===== src/sv/tdp_pkg.sv =====
`default_nettype none
package tdp_pkg;

  localparam int unsigned ItemWidth = 32;

  typedef struct packed {
    logic signed [ItemWidth-1:0] value;
    logic                        last;
  } req_item_t;

  typedef struct packed {
    logic signed [ItemWidth-1:0] value_out;
    logic                        is_prime;
    logic                        last_out;
  } rsp_item_t;

  typedef enum logic [1:0] {
    ST_IDLE,
    ST_CHECK,
    ST_DIV,
    ST_DONE
  } seq_state_t;

  // sequencer -> divider
  typedef struct packed {
    logic start;
  } div_ctl_t;

  // divider -> sequencer
  typedef struct packed {
    logic busy;
    logic done;
  } div_status_t;

endpackage
`default_nettype wire


===== src/sv/tdp_div.sv =====
`default_nettype none
// Restoring divider, one quotient bit per cycle; only the remainder is kept.
module tdp_div #(
  parameter int unsigned DATA_WIDTH = 32,
  parameter int unsigned DIV_WIDTH  = 17
) (
  input  wire logic                   clk,
  input  wire logic                   rst,
  input  wire tdp_pkg::div_ctl_t      ctl,
  input  wire logic [DATA_WIDTH-1:0]  dividend,
  input  wire logic [DIV_WIDTH-1:0]   divisor,
  output tdp_pkg::div_status_t        status,
  output logic      [DIV_WIDTH-1:0]   remainder
);

  localparam int unsigned CntWidth = $clog2(DATA_WIDTH + 1);

  logic [DATA_WIDTH-1:0] shreg;
  logic [DIV_WIDTH-1:0]  dvs;
  logic [DIV_WIDTH-1:0]  rem;
  logic [CntWidth-1:0]   cnt;
  logic                  busy;
  logic                  done;
  logic [DIV_WIDTH:0]    trial;
  logic [DIV_WIDTH:0]    diff;

  assign trial = {rem, shreg[DATA_WIDTH-1]};
  assign diff  = trial - {1'b0, dvs};

  always_ff @(posedge clk) begin
    if (rst) begin
      busy <= 1'b0;
      done <= 1'b0;
      cnt  <= '0;
    end else begin
      done <= 1'b0;
      if (ctl.start) begin
        busy <= 1'b1;
        cnt  <= CntWidth'(DATA_WIDTH);
      end else if (busy) begin
        cnt <= cnt - 1'b1;
        if (cnt == CntWidth'(1)) begin
          busy <= 1'b0;
          done <= 1'b1;
        end
      end
    end
  end

  always_ff @(posedge clk) begin
    if (ctl.start) begin
      shreg <= dividend;
      dvs   <= divisor;
      rem   <= '0;
    end else if (busy) begin
      shreg <= {shreg[DATA_WIDTH-2:0], 1'b0};
      if (!diff[DIV_WIDTH]) begin
        rem <= diff[DIV_WIDTH-1:0];
      end else begin
        rem <= trial[DIV_WIDTH-1:0];
      end
    end
  end

  assign status.busy = busy;
  assign status.done = done;
  assign remainder   = rem;

endmodule
`default_nettype wire


===== src/sv/trial_division_prime_tester_core.sv =====
// Magnitudes 0 to 3 go from accept to result with no division; otherwise trial divisors
//   2, 3, ... are tried on the divider until one divides or its square exceeds the magnitude.
// One item at a time: no new item is taken until the result is loaded; the next can be
//   taken in the cycle after that, as every trial division uses the one bit-serial divider.
// A finished result waits in the output register while the next item is accepted.
// Reset (rst, synchronous, active high) empties the output and returns to idle.
`default_nettype none
module trial_division_prime_tester_core #(
  parameter int unsigned DATA_WIDTH = 32
) (
  input  wire logic               clk,
  input  wire logic               rst,
  input  wire logic               req_valid,
  output logic                    req_ready,
  input  wire tdp_pkg::req_item_t req_item,
  output logic                    rsp_valid,
  input  wire logic               rsp_ready,
  output tdp_pkg::rsp_item_t      rsp_item
);

  // divisor never exceeds sqrt(2^(W-1)) + 1
  localparam int unsigned DivWidth = DATA_WIDTH / 2 + 1;
  // running square of the divisor
  localparam int unsigned SqWidth  = 2 * DivWidth;

  tdp_pkg::seq_state_t   state, state_next;
  tdp_pkg::div_ctl_t     div_ctl;
  tdp_pkg::div_status_t  div_status;
  logic [DivWidth-1:0]   div_rem;

  // working registers
  logic [DATA_WIDTH-1:0] magnitude, magnitude_next;
  logic [DivWidth-1:0]   trial_divisor, trial_divisor_next;
  logic [SqWidth-1:0]    square, square_next;
  logic                  prime, prime_next;
  tdp_pkg::req_item_t    held_item, held_item_next;

  // output register
  logic                  rsp_valid_next;
  tdp_pkg::rsp_item_t    rsp_reg, rsp_reg_next;

  // magnitude of the low DATA_WIDTH bits, read as signed
  logic [DATA_WIDTH-1:0] raw;
  logic [DATA_WIDTH-1:0] raw_neg;
  logic [DATA_WIDTH-1:0] mag_in;

  assign raw     = req_item.value[DATA_WIDTH-1:0];
  assign raw_neg = ~raw + {{(DATA_WIDTH-1){1'b0}}, 1'b1};
  assign mag_in  = raw[DATA_WIDTH-1] ? raw_neg : raw;

  logic sq_over;
  assign sq_over = square > {{(SqWidth-DATA_WIDTH){1'b0}}, magnitude};

  tdp_div #(
    .DATA_WIDTH (DATA_WIDTH),
    .DIV_WIDTH  (DivWidth)
  ) u_div (
    .clk       (clk),
    .rst       (rst),
    .ctl       (div_ctl),
    .dividend  (magnitude),
    .divisor   (trial_divisor),
    .status    (div_status),
    .remainder (div_rem)
  );

  always_ff @(posedge clk) begin
    if (rst) begin
      state     <= tdp_pkg::ST_IDLE;
      rsp_valid <= 1'b0;
    end else begin
      state     <= state_next;
      rsp_valid <= rsp_valid_next;
    end
  end

  always_ff @(posedge clk) begin
    magnitude     <= magnitude_next;
    trial_divisor <= trial_divisor_next;
    square        <= square_next;
    prime         <= prime_next;
    held_item     <= held_item_next;
    rsp_reg       <= rsp_reg_next;
  end

  always_comb begin
    state_next         = state;
    magnitude_next     = magnitude;
    trial_divisor_next = trial_divisor;
    square_next        = square;
    prime_next         = prime;
    held_item_next     = held_item;
    rsp_reg_next       = rsp_reg;
    rsp_valid_next     = rsp_valid && !rsp_ready;
    req_ready          = 1'b0;
    div_ctl.start      = 1'b0;

    unique case (state)
      tdp_pkg::ST_IDLE: begin
        req_ready = 1'b1;
        if (req_valid) begin
          held_item_next     = req_item;
          magnitude_next     = mag_in;
          trial_divisor_next = DivWidth'(2);
          square_next        = SqWidth'(4);
          // 0 and 1 are not prime
          prime_next         = mag_in > DATA_WIDTH'(1);
          state_next         = tdp_pkg::ST_CHECK;
        end
      end
      tdp_pkg::ST_CHECK: begin
        // inclusive bound: keep going while d*d <= magnitude
        if (!prime || sq_over) begin
          state_next = tdp_pkg::ST_DONE;
        end else begin
          div_ctl.start = 1'b1;
          state_next    = tdp_pkg::ST_DIV;
        end
      end
      tdp_pkg::ST_DIV: begin
        if (div_status.done) begin
          if (div_rem == '0) begin
            prime_next = 1'b0;
          end
          trial_divisor_next = trial_divisor + 1'b1;
          // (d+1)^2 = d^2 + 2d + 1
          square_next = square + {{(SqWidth-DivWidth-1){1'b0}}, trial_divisor, 1'b1};
          state_next  = tdp_pkg::ST_CHECK;
        end
      end
      tdp_pkg::ST_DONE: begin
        if (!rsp_valid || rsp_ready) begin
          rsp_reg_next.value_out = held_item.value;
          rsp_reg_next.is_prime  = prime;
          rsp_reg_next.last_out  = held_item.last;
          rsp_valid_next         = 1'b1;
          state_next             = tdp_pkg::ST_IDLE;
        end
      end
      default: begin
        state_next = tdp_pkg::ST_IDLE;
      end
    endcase
  end

  assign rsp_item = rsp_reg;

endmodule
`default_nettype wire


===== config.mk =====
export PLATFORM = sky130hd
export DESIGN_NAME = trial_division_prime_tester_core
export DESIGN_NICKNAME = d
export VERILOG_FILES = /design/src/sv/tdp_pkg.sv /design/src/sv/tdp_div.sv /design/src/sv/trial_division_prime_tester_core.sv
export SDC_FILE = /design/constraint.sdc
export NUM_CORES = 1
export LEC_CHECK = 0
export BUFFER_PORTS_ARGS = -buffer_cell sky130_fd_sc_hd__buf_4
export CAP_MARGIN = 15
export CORE_ASPECT_RATIO = 0.5
export CORE_MARGIN = 4
export CORE_UTILIZATION = 50
export DETAILED_ROUTE_END_ITERATION = 8
export GPL_TIMING_DRIVEN = 0
export PLACE_DENSITY = 0.68
export SLEW_MARGIN = 10
export SYNTH_ARGS = -nofsm -noshare
export SYNTH_HDL_FRONTEND = slang
export SYNTH_SLANG_ARGS = --single-unit
export TNS_END_PERCENT = 50

===== constraint.sdc =====
create_clock -name clk -period 4.2 [get_ports clk]
set_input_delay 0.21 -clock clk [delete_from_list [all_inputs] [get_ports clk]]
set_output_delay 0.21 -clock clk [all_outputs]
set_load 0.05 [all_outputs]

==> run summary, run 1 <==
For the final database, setup skew stands at 0.0141 ns. The endpoint required time on the critical path is 4.63 ns. The reported leakage power is 5.29 nW.

The placeable core region is 22800 um2. The fraction of layout instances using a drive strength above 1 came out at 10.5%. In the routed design, unresolved DRC markers number 0. The count of nets after finishing came out at 1252. The maximum number of buffers from clock root to sink is 3. The post-cts gate resize count is 0. Counting flops with a built-in enable in the synthesized netlist gives 199.

The power density over cell area came out at 491 nW/um2. The total via count in the routed design came out at 8149. The number of buffers added on ports is 72. The longest individual stage delay on the worst path is 0.73 ns.

The top cell types in the final layout, fill and taps aside, are 199 x edfxtp_1, 76 x nand2_1, 72 x buf_4, 71 x o21ai_0, 70 x ha_1. The run finished with clean final reports. The y dimension of the die is 116 um. The final weighted congestion in routability-driven placement is 0.888.

The number of antenna violations at the first check in global routing came to 0. The number of instances in the synthesized netlist is 1009. The count of nets left with antenna violations once routing finished came out at 0. Setup repair after global routing left no endpoint under its margin. The TritonCTS clock tree is done.

The startpoint of the most critical register-to-register path is square[31]$_SDFFCE_PP0P_. Walking the worst path, the cells encountered are ha_1 > nand4_1 > nor4_1 > a22oi_1 > nand3_1 > a21boi_0 > nand2_1 > clkbuf_1 > inv_1 > a211oi_1. For this run the aggregate overflow at the end of global routing stands at 0. The final cell count without fillers came out at 1466.

The maximum number of pins on one net before global-route repair is 65. The number of hold buffers added after CTS came out at 34. STA classifies the critical path endpoint as a register.

Of all flip-flops after synthesis, the portion carrying an async set or reset was 0%. The worst setup path is launched from a register. The critical path starts at square[31]$_SDFFCE_PP0P_.

The clock slew seen by the registers of the worst setup and hold paths is 0.07 ns. The predominant post-synthesis flop cell is edfxtp_1. The global-route wire length before repair is 41700 um. 0 antenna diodes ended up in the layout.

The total iterations of the first detailed-routing run came out at 5. After floorplanning, the core was divided into 39 placement rows. The area of the die came out at 25900 um2.

For the worst setup path, the data arrival time is 4.25 ns. The final setup violation count is 0. The class of the worst hold path is in2reg. The HPWL reported at the end of detailed placement came out at 18500 um. The post-synthesis cell type count is 60.

The initial utilization of the core area, before any placement, comes to 51.0%. The total instance count after detailed placement came out at 1392. The number of pins with negative max-slew slack in the final report is 0. Counting every net in the synthesized netlist gives 1118. In the final routed layout, each cell accounts on average for 17.3 um. The worst path uses 91.0% of the clock period. The via count of the first global-routing pass is 8032.

Max-cap violations in this run came to 0. The final-report hold violation count is 0. The share of the Yosys chip area taken by registers is 56.1%. The type of the worst setup path is reg2reg.

The final period demand of the worst path is 3.82 ns. The maximum clock frequency came out at 0.262 GHz. In this run the horizontal extent of the chip is 224 um. The slowest library cell on the worst path is nor4_1. The all-layer global routing usage came out at 19.9%.

In this run, the number of DRC markers left after iteration 0 of detailed routing was 695. Across the VDD grid, the largest voltage drop is 0.000347 V. The master cell of the clock root buffer is clkbuf_16. Headroom to the max-slew limit came out at 31.8%. During synthesis, Yosys emitted a total of 0 warnings. The average size of a mapped cell is 11.5 um2. Counting every sink on the clock net gives 227. The maximum fanout encountered on the critical timing path came out at 18. After synthesis the netlist holds a flip-flop and latch count of 227.

The worst hold path startpoint is rsp_ready. The setup TNS after final layout is 0 ns. The I/O pin count is 73. In this run the number of H-tree levels came out at 1.

The overall routed net length came out at 25400 um. The worst-skew pair later-pin latency came out at 0.52 ns. The slew at the pin closest to its max-slew limit is 1.02 ns. In this run the cell area of the synthesized design comes to 11600 um2.

The synthesis-to-finish area growth is 18.0%. The library cell used most frequently in the layout, excluding fill and tap cells, is edfxtp_1. The post-CTS setup buffer count is 0.

The mean number of vias per cell came out at 5.56. In this run, CTS created clock tree buffers numbering 22.
==> metrics by stage <==
step / worst slack, ns / hold WS, ns / cell area, um2 / power (mW) / utilization (%)
finish: 0.377 / 0.0209 / 13700 / 6.75 / 60.2
global route: 0.0357 / 0.0373 / 13700 / 7.17 / 60.2
CTS: 0.432 / 0.00898 / 13700 / 6.79 / 60.2
detailed placement: 0.479 / 0.390 / 12700 / 4.78 / 55.5
global placement: -0.203 / 0.389 / 12600 / 4.72 / 55.1
floorplan: 0.934 / 0.279 / 11600 / 4.32 / -
==> path summary, 6_finish.rpt <==
check / endpoint / slack, ns / cells past startpoint
min reg2reg: rsp_item[0]$_DFFE_PP_ / 0.41 / 0
max reg2reg: u_div.remainder[15]$_SDFFE_PP0P_ / 0.38 / 10
min: rsp_valid$_SDFF_PP0_ / 0.02 / 3
max: u_div.remainder[15]$_SDFFE_PP0P_ / 0.38 / 10
==> kinds of logic after synthesis <==
kind of cell             Yosys count  synth area share [%]
XOR/XNOR                          82                  6.23
flip-flops                       227                  56.1
multiplexers                      17                  1.47
AND/OR/NAND/NOR                  286                  12.6
AO/OA/AOI/OAI                    228                  12.5
adder cells (fa/ha/maj)           72                  7.86
buffers and inverters             97                  3.15
==> critical path, delay by kind of cell (launching register included) <==
| family | cells | cell delay (ns) |
|---|---|---|
| AOI/OAI and AO/OA | 3 | 0.62 |
| adders and majority gates | 1 | 0.34 |
| buffers and inverters | 2 | 1.06 |
| DFF | 1 | 0.45 |
| and+or+nand+nor | 4 | 1.26 |
==> area by class of cell <==
| class | count | area, um2 |
|---|---|---|
| Sequential cell | 227 | 6540 |
| Multi-Input combinational cell | 685 | 4760 |
| Tap cell | 307 | 384 |
| Buffer | 32 | 123 |
| Timing Repair Buffer | 110 | 968 |
| Inverter | 65 | 244 |
| Clock buffer | 32 | 629 |
| Fill cell | 1827 | 9100 |
| Clock inverter | 8 | 91.3 |
==> per-layer routing <==
| metal | track usage [%] | wire, um |
|---|---|---|
| met3 | 3.37 | 1350 |
| met2 | 31.8 | 11200 |
| met4 | 4.19 | 422 |
| met5 | 0 | 0 |
| met1 | 29.0 | 12400 |
==> registers in the layout, summed over array words and instances (netlist names) <==
register,count
state,2
u_div.cnt,6
u_div.dvs,17
u_div.remainder,17
rsp_valid,1
magnitude,32
trial_divisor,17
u_div.done,1
rsp_item,34
u_div.busy,1
u_div.shreg,32
square,34
prime,1
held_item,32
==> report_power, final <==
group          internal (mW)  switching [mW]  leakage [nW]  total [mW]
clock network           1.12           0.855         0.348        1.97
logic                  0.792            1.04          2.84        1.83
registers               2.75           0.197          2.10        2.95
total                   4.66            2.09          5.29        6.75
==> cells in the mapped netlist (6+ instances only) <==
cell type  count  area (um2)
o21a_1        11        82.6
nor4_1         9        56.3
a31oi_1        6        37.5
nand3_1       21         105
edfxtp_1     199        5980
a21oi_1       53         265
and3_1         7        43.8
xor2_1        34         298
o21ai_1        6        30.0
o41ai_1        6        52.6
nor3_1        12        60.1
nor2b_1        7        43.8
ha_1          70         876
o21ai_0       71         355
nand4_1       14        87.6
o31ai_1       16         120
and4_1         9        78.8
mux2i_1       16         160
or4_1         17         128
inv_1         65         244
xnor2_1       47         412
nand2b_1      11        68.8
a211oi_1      10        75.1
dfxtp_1       28         561
a21o_1        18         135
clkbuf_1      26        97.6
and2_1         7        43.8
nor2_1        68         255
nand2_1       76         285
Power figures use the tool's default switching activity.
==> inputs of run 2 (changes only) <==
ABC_AREA = 1   (was unset)
PLACE_DENSITY = 0.67   (was 0.68)
clock period = 4.79 ns   (was 4.2 ns; I/O delays follow)
==> run summary, run 2 <==
The number of placement rows came out at 40 (+2.6%). The initial core utilization is 51.7% (+0.66 points). The path class of the tightest hold or removal check is in2reg. The number of pins with negative max-slew slack in the final report is 0 (unchanged). The maximum clock frequency came to 0.308 GHz (+18%). The number of violations of the max-capacitance limit is 0 (unchanged). The number of enable flip-flop cells after synthesis came out at 199 (unchanged). The post-cts gate resize count is 0 (unchanged). The number of nets in the synthesized netlist is 1549 (+39%). The wire length per cell is 15.9 um (-8.2%). The I/O pin count is 73 (unchanged). The number of fill cells is 2142 (+17%). The maximum fanout encountered on the critical timing path is 32 (+14).

The slowest library cell on the worst path is nand2_2. The all-layer global routing usage came out at 22.2% (+2.3 points). The final routed DRC violation total came out at 0 (unchanged). The peak supply drop is 0.000275 V (-21%). The count of nets left with antenna violations after detail routing is 0 (unchanged).

The slew at the pin closest to its max-slew limit came out at 0.840 ns (-0.177 ns). The total clock sinks came to 227 (unchanged). TritonCTS built the clock tree. The reported leakage power was 6.42 nW (+21%). By count the netlist is led by 361 x nand2_1, 199 x edfxtp_1, 180 x inv_1. The setup TNS after final layout came to 0 ns (unchanged). Yosys attributes the largest share of cell area to edfxtp_1 47%, nand2_1 11%, ha_1 6.9%. The final critical-path share of the clock period came to 67.9% (-23 points). The proportion of synthesized flip-flops having asynchronous set or reset is 0% (unchanged). The HPWL reported at the end of detailed placement was 22800 um (+23%). The family with the most delay on the worst path is simple AND/OR/NAND/NOR gates. The hold slack is 0.184 ns (+0.163 ns). The area of combinational cells with multiple inputs is 5220 um2 (+9.6%). The number of instances in the synthesized netlist is 1440 (+43%).

The overall die width came to 233 um (+3.9%). Clock tree synthesis selected as its root buffer the cell clkbuf_16. The final standard cell area without fillers came out at 14700 um2 (+6.9%). The overall routed net length is 30600 um (+21%). The share of the synthesized area in the top cell type came out at 47.4% (-3.9 points). The combined flip-flop and latch cell area was 6540 um2 (unchanged).

The number of antenna diodes came out at 0 (unchanged). The headroom to the max-slew limit is 43.8% (+12 points). The Yosys warning count is 0 (unchanged).

The number of buffers added on ports is 72 (unchanged). The worst setup path is of the reg2reg kind. The worst-skew pair later-pin latency came out at 0.52 ns (about the same). The flop and latch count out of synthesis is 227 (unchanged). The most common cell in the synthesized netlist is nand2_1. The number of antenna violations at the first check in global routing is 0 (unchanged). The maximum number of pins on one net before global-route repair came out at 35 (-46%). The power density over cell area is 411 nW/um2 (-16%). The critical path data arrival time came to 3.31 ns (-0.94 ns). The number of buffers and inverters on the critical path is 2 (unchanged). The library cells used most frequently in the layout, excluding fill and tap cells, are 360 x nand2_1, 199 x edfxtp_1, 180 x inv_1, 146 x nor2_1, 104 x nand3_1. The run finished with clean final reports.

The count of nets after finishing is 1684 (+35%). The mean number of vias per cell came out at 5.38 (-3.3%). The area of placed instances came out at 13700 um2 (+7.9%). The maximum number of buffers from clock root to sink is 3 (unchanged). The average size of a mapped cell is 8.76 um2 (-24%). The final weighted congestion in routability-driven placement is 0.891 (+0.37%). The via count of the first global-routing pass was 10100 (+26%). The count of H-tree levels built during CTS is 1 (unchanged). The placeable core region came out at 24400 um2 (+6.9%). The final setup violation count is 0 (unchanged). The fraction of layout instances using a drive strength above 1 is 9.37% (-1.2 points). The mapped cell area was 12600 um2 (+8.3%). Setup repair after global routing left no endpoint under its margin. The endpoint required time on the critical path came out at 4.85 ns (+0.22 ns). The total CTS buffers was 22 (unchanged). The total via count in the routed design came out at 10400 (+27%). The library cell used most frequently in the layout, excluding fill and tap cells, is nand2_1. The y dimension of the die came to 120 um (+3.8%). The sequential fraction of the synthesis area came out at 51.8% (-4.3 points). The synthesis-to-finish area growth is 16.5%.

The final-report hold violation count is 0 (unchanged). The largest total area in the synthesized netlist belongs to edfxtp_1. The leftover overflow at the end of global routing is 0 (unchanged). The setup clock skew after layout is 0.0229 ns (+0.00877 ns). The final period demand of the worst path came to 3.25 ns (-0.572 ns). The global-route wire length before repair is 50500 um (+21%). The area of the die is 28000 um2 (+7.9%). The iteration-0 DRC count of the detailed router was 883 (+27%). The clock slew seen by the registers of the worst setup and hold paths came out at 0.06 ns (about the same). Among all flip-flop cells after synthesis, the most frequent one is edfxtp_1. The longest individual stage delay on the worst path is 0.48 ns (-0.25 ns).

The total iterations of the first detailed-routing run came out at 6 (+1). The post-synthesis cell type count is 43 (-28%). STA classifies the critical path endpoint as a register. Walking the worst path, the cells encountered are ha_1 > nand2_1 > nor2_1 > nand4_1 > nor3_1 > nand2_1 > nand2_1 > nor2_1 > nand2_2 > nand2_2 > nand3_2 > buf_8 > buf_6 > nand2_2. The startpoint type of the worst setup path is a register.
==> run 2: logic make-up (layout without fill, tap and decap cells) <==
group,after synthesis,in the layout,synth area share [%]
AND/OR/NAND/NOR,692,692,23.2
adder cells (fa/ha/maj),72,72,7.26
buffers and inverters,210,361,7.02
XOR/XNOR,23,23,1.60
flip-flops,227,227,51.8
AO/OA/AOI/OAI,216,216,9.13
==> run 2: routing by layer <==
layer	global-route usage (%)	routed length, um	vias up
li1	-	-	5129
met1	31.5	14300	4820
met5	0	0	-
met4	6.19	891	0
met3	3.58	1910	69
met2	35.6	13500	341
==> run 2: timing repair <==
item,in CTS,in global routing
endpoints found under the hold margin,36,0
hold buffers,35,0
buffers inserted,0,0
endpoints found under the setup margin,0,0
==> run 2: worst min-delay path: stages <==
cell	delay [ns]
buf_4	0.10
inv_1	0.10
nor2_4	0.07
==> run 2: worst paths after layout <==
kind	startpoint	to	slack [ns]	cells after the start
setup / recovery	square[13]$_SDFFCE_PP0P_	u_div.shreg[24]$_DFFE_PP_	1.54	14
hold / removal	req_valid	magnitude[0]$_DFFE_PP_	0.18	3
setup reg to reg	square[13]$_SDFFCE_PP0P_	u_div.shreg[24]$_DFFE_PP_	1.54	14
hold reg to reg	held_item[4]$_DFFE_PP_	rsp_item[5]$_DFFE_PP_	0.42	0
==> run 2: final cells by class <==
type                            count  area share [%]
Buffer                             29            1.40
Sequential cell                   227            44.5
Clock buffer                       27            4.09
Timing Repair Buffer              111            6.61
Inverter                          181            4.62
Multi-Input combinational cell   1003            35.5
Clock inverter                     13           0.400
Tap cell                          336            2.86
==> run 2: power by group <==
group	internal, mW	total [mW]	switching (mW)
Sequential	2.54	2.76	0.216
Clock	0.890	1.63	0.739
Combinational	0.554	1.66	1.10
Total	3.98	6.04	2.06
==> run 2: stage by stage <==
stage               power [mW]  cells  setup WS [ns]  utilization (%)
CTS                       6.07   1927           1.54             60.2
global route              6.42   1927           1.26             60.2
detailed placement        4.40   1852           1.54             56.0
finish                    6.04   1927           1.54             60.2
global placement          4.33   1848         -0.103             55.6
floorplan                 3.88   1440          0.363                -
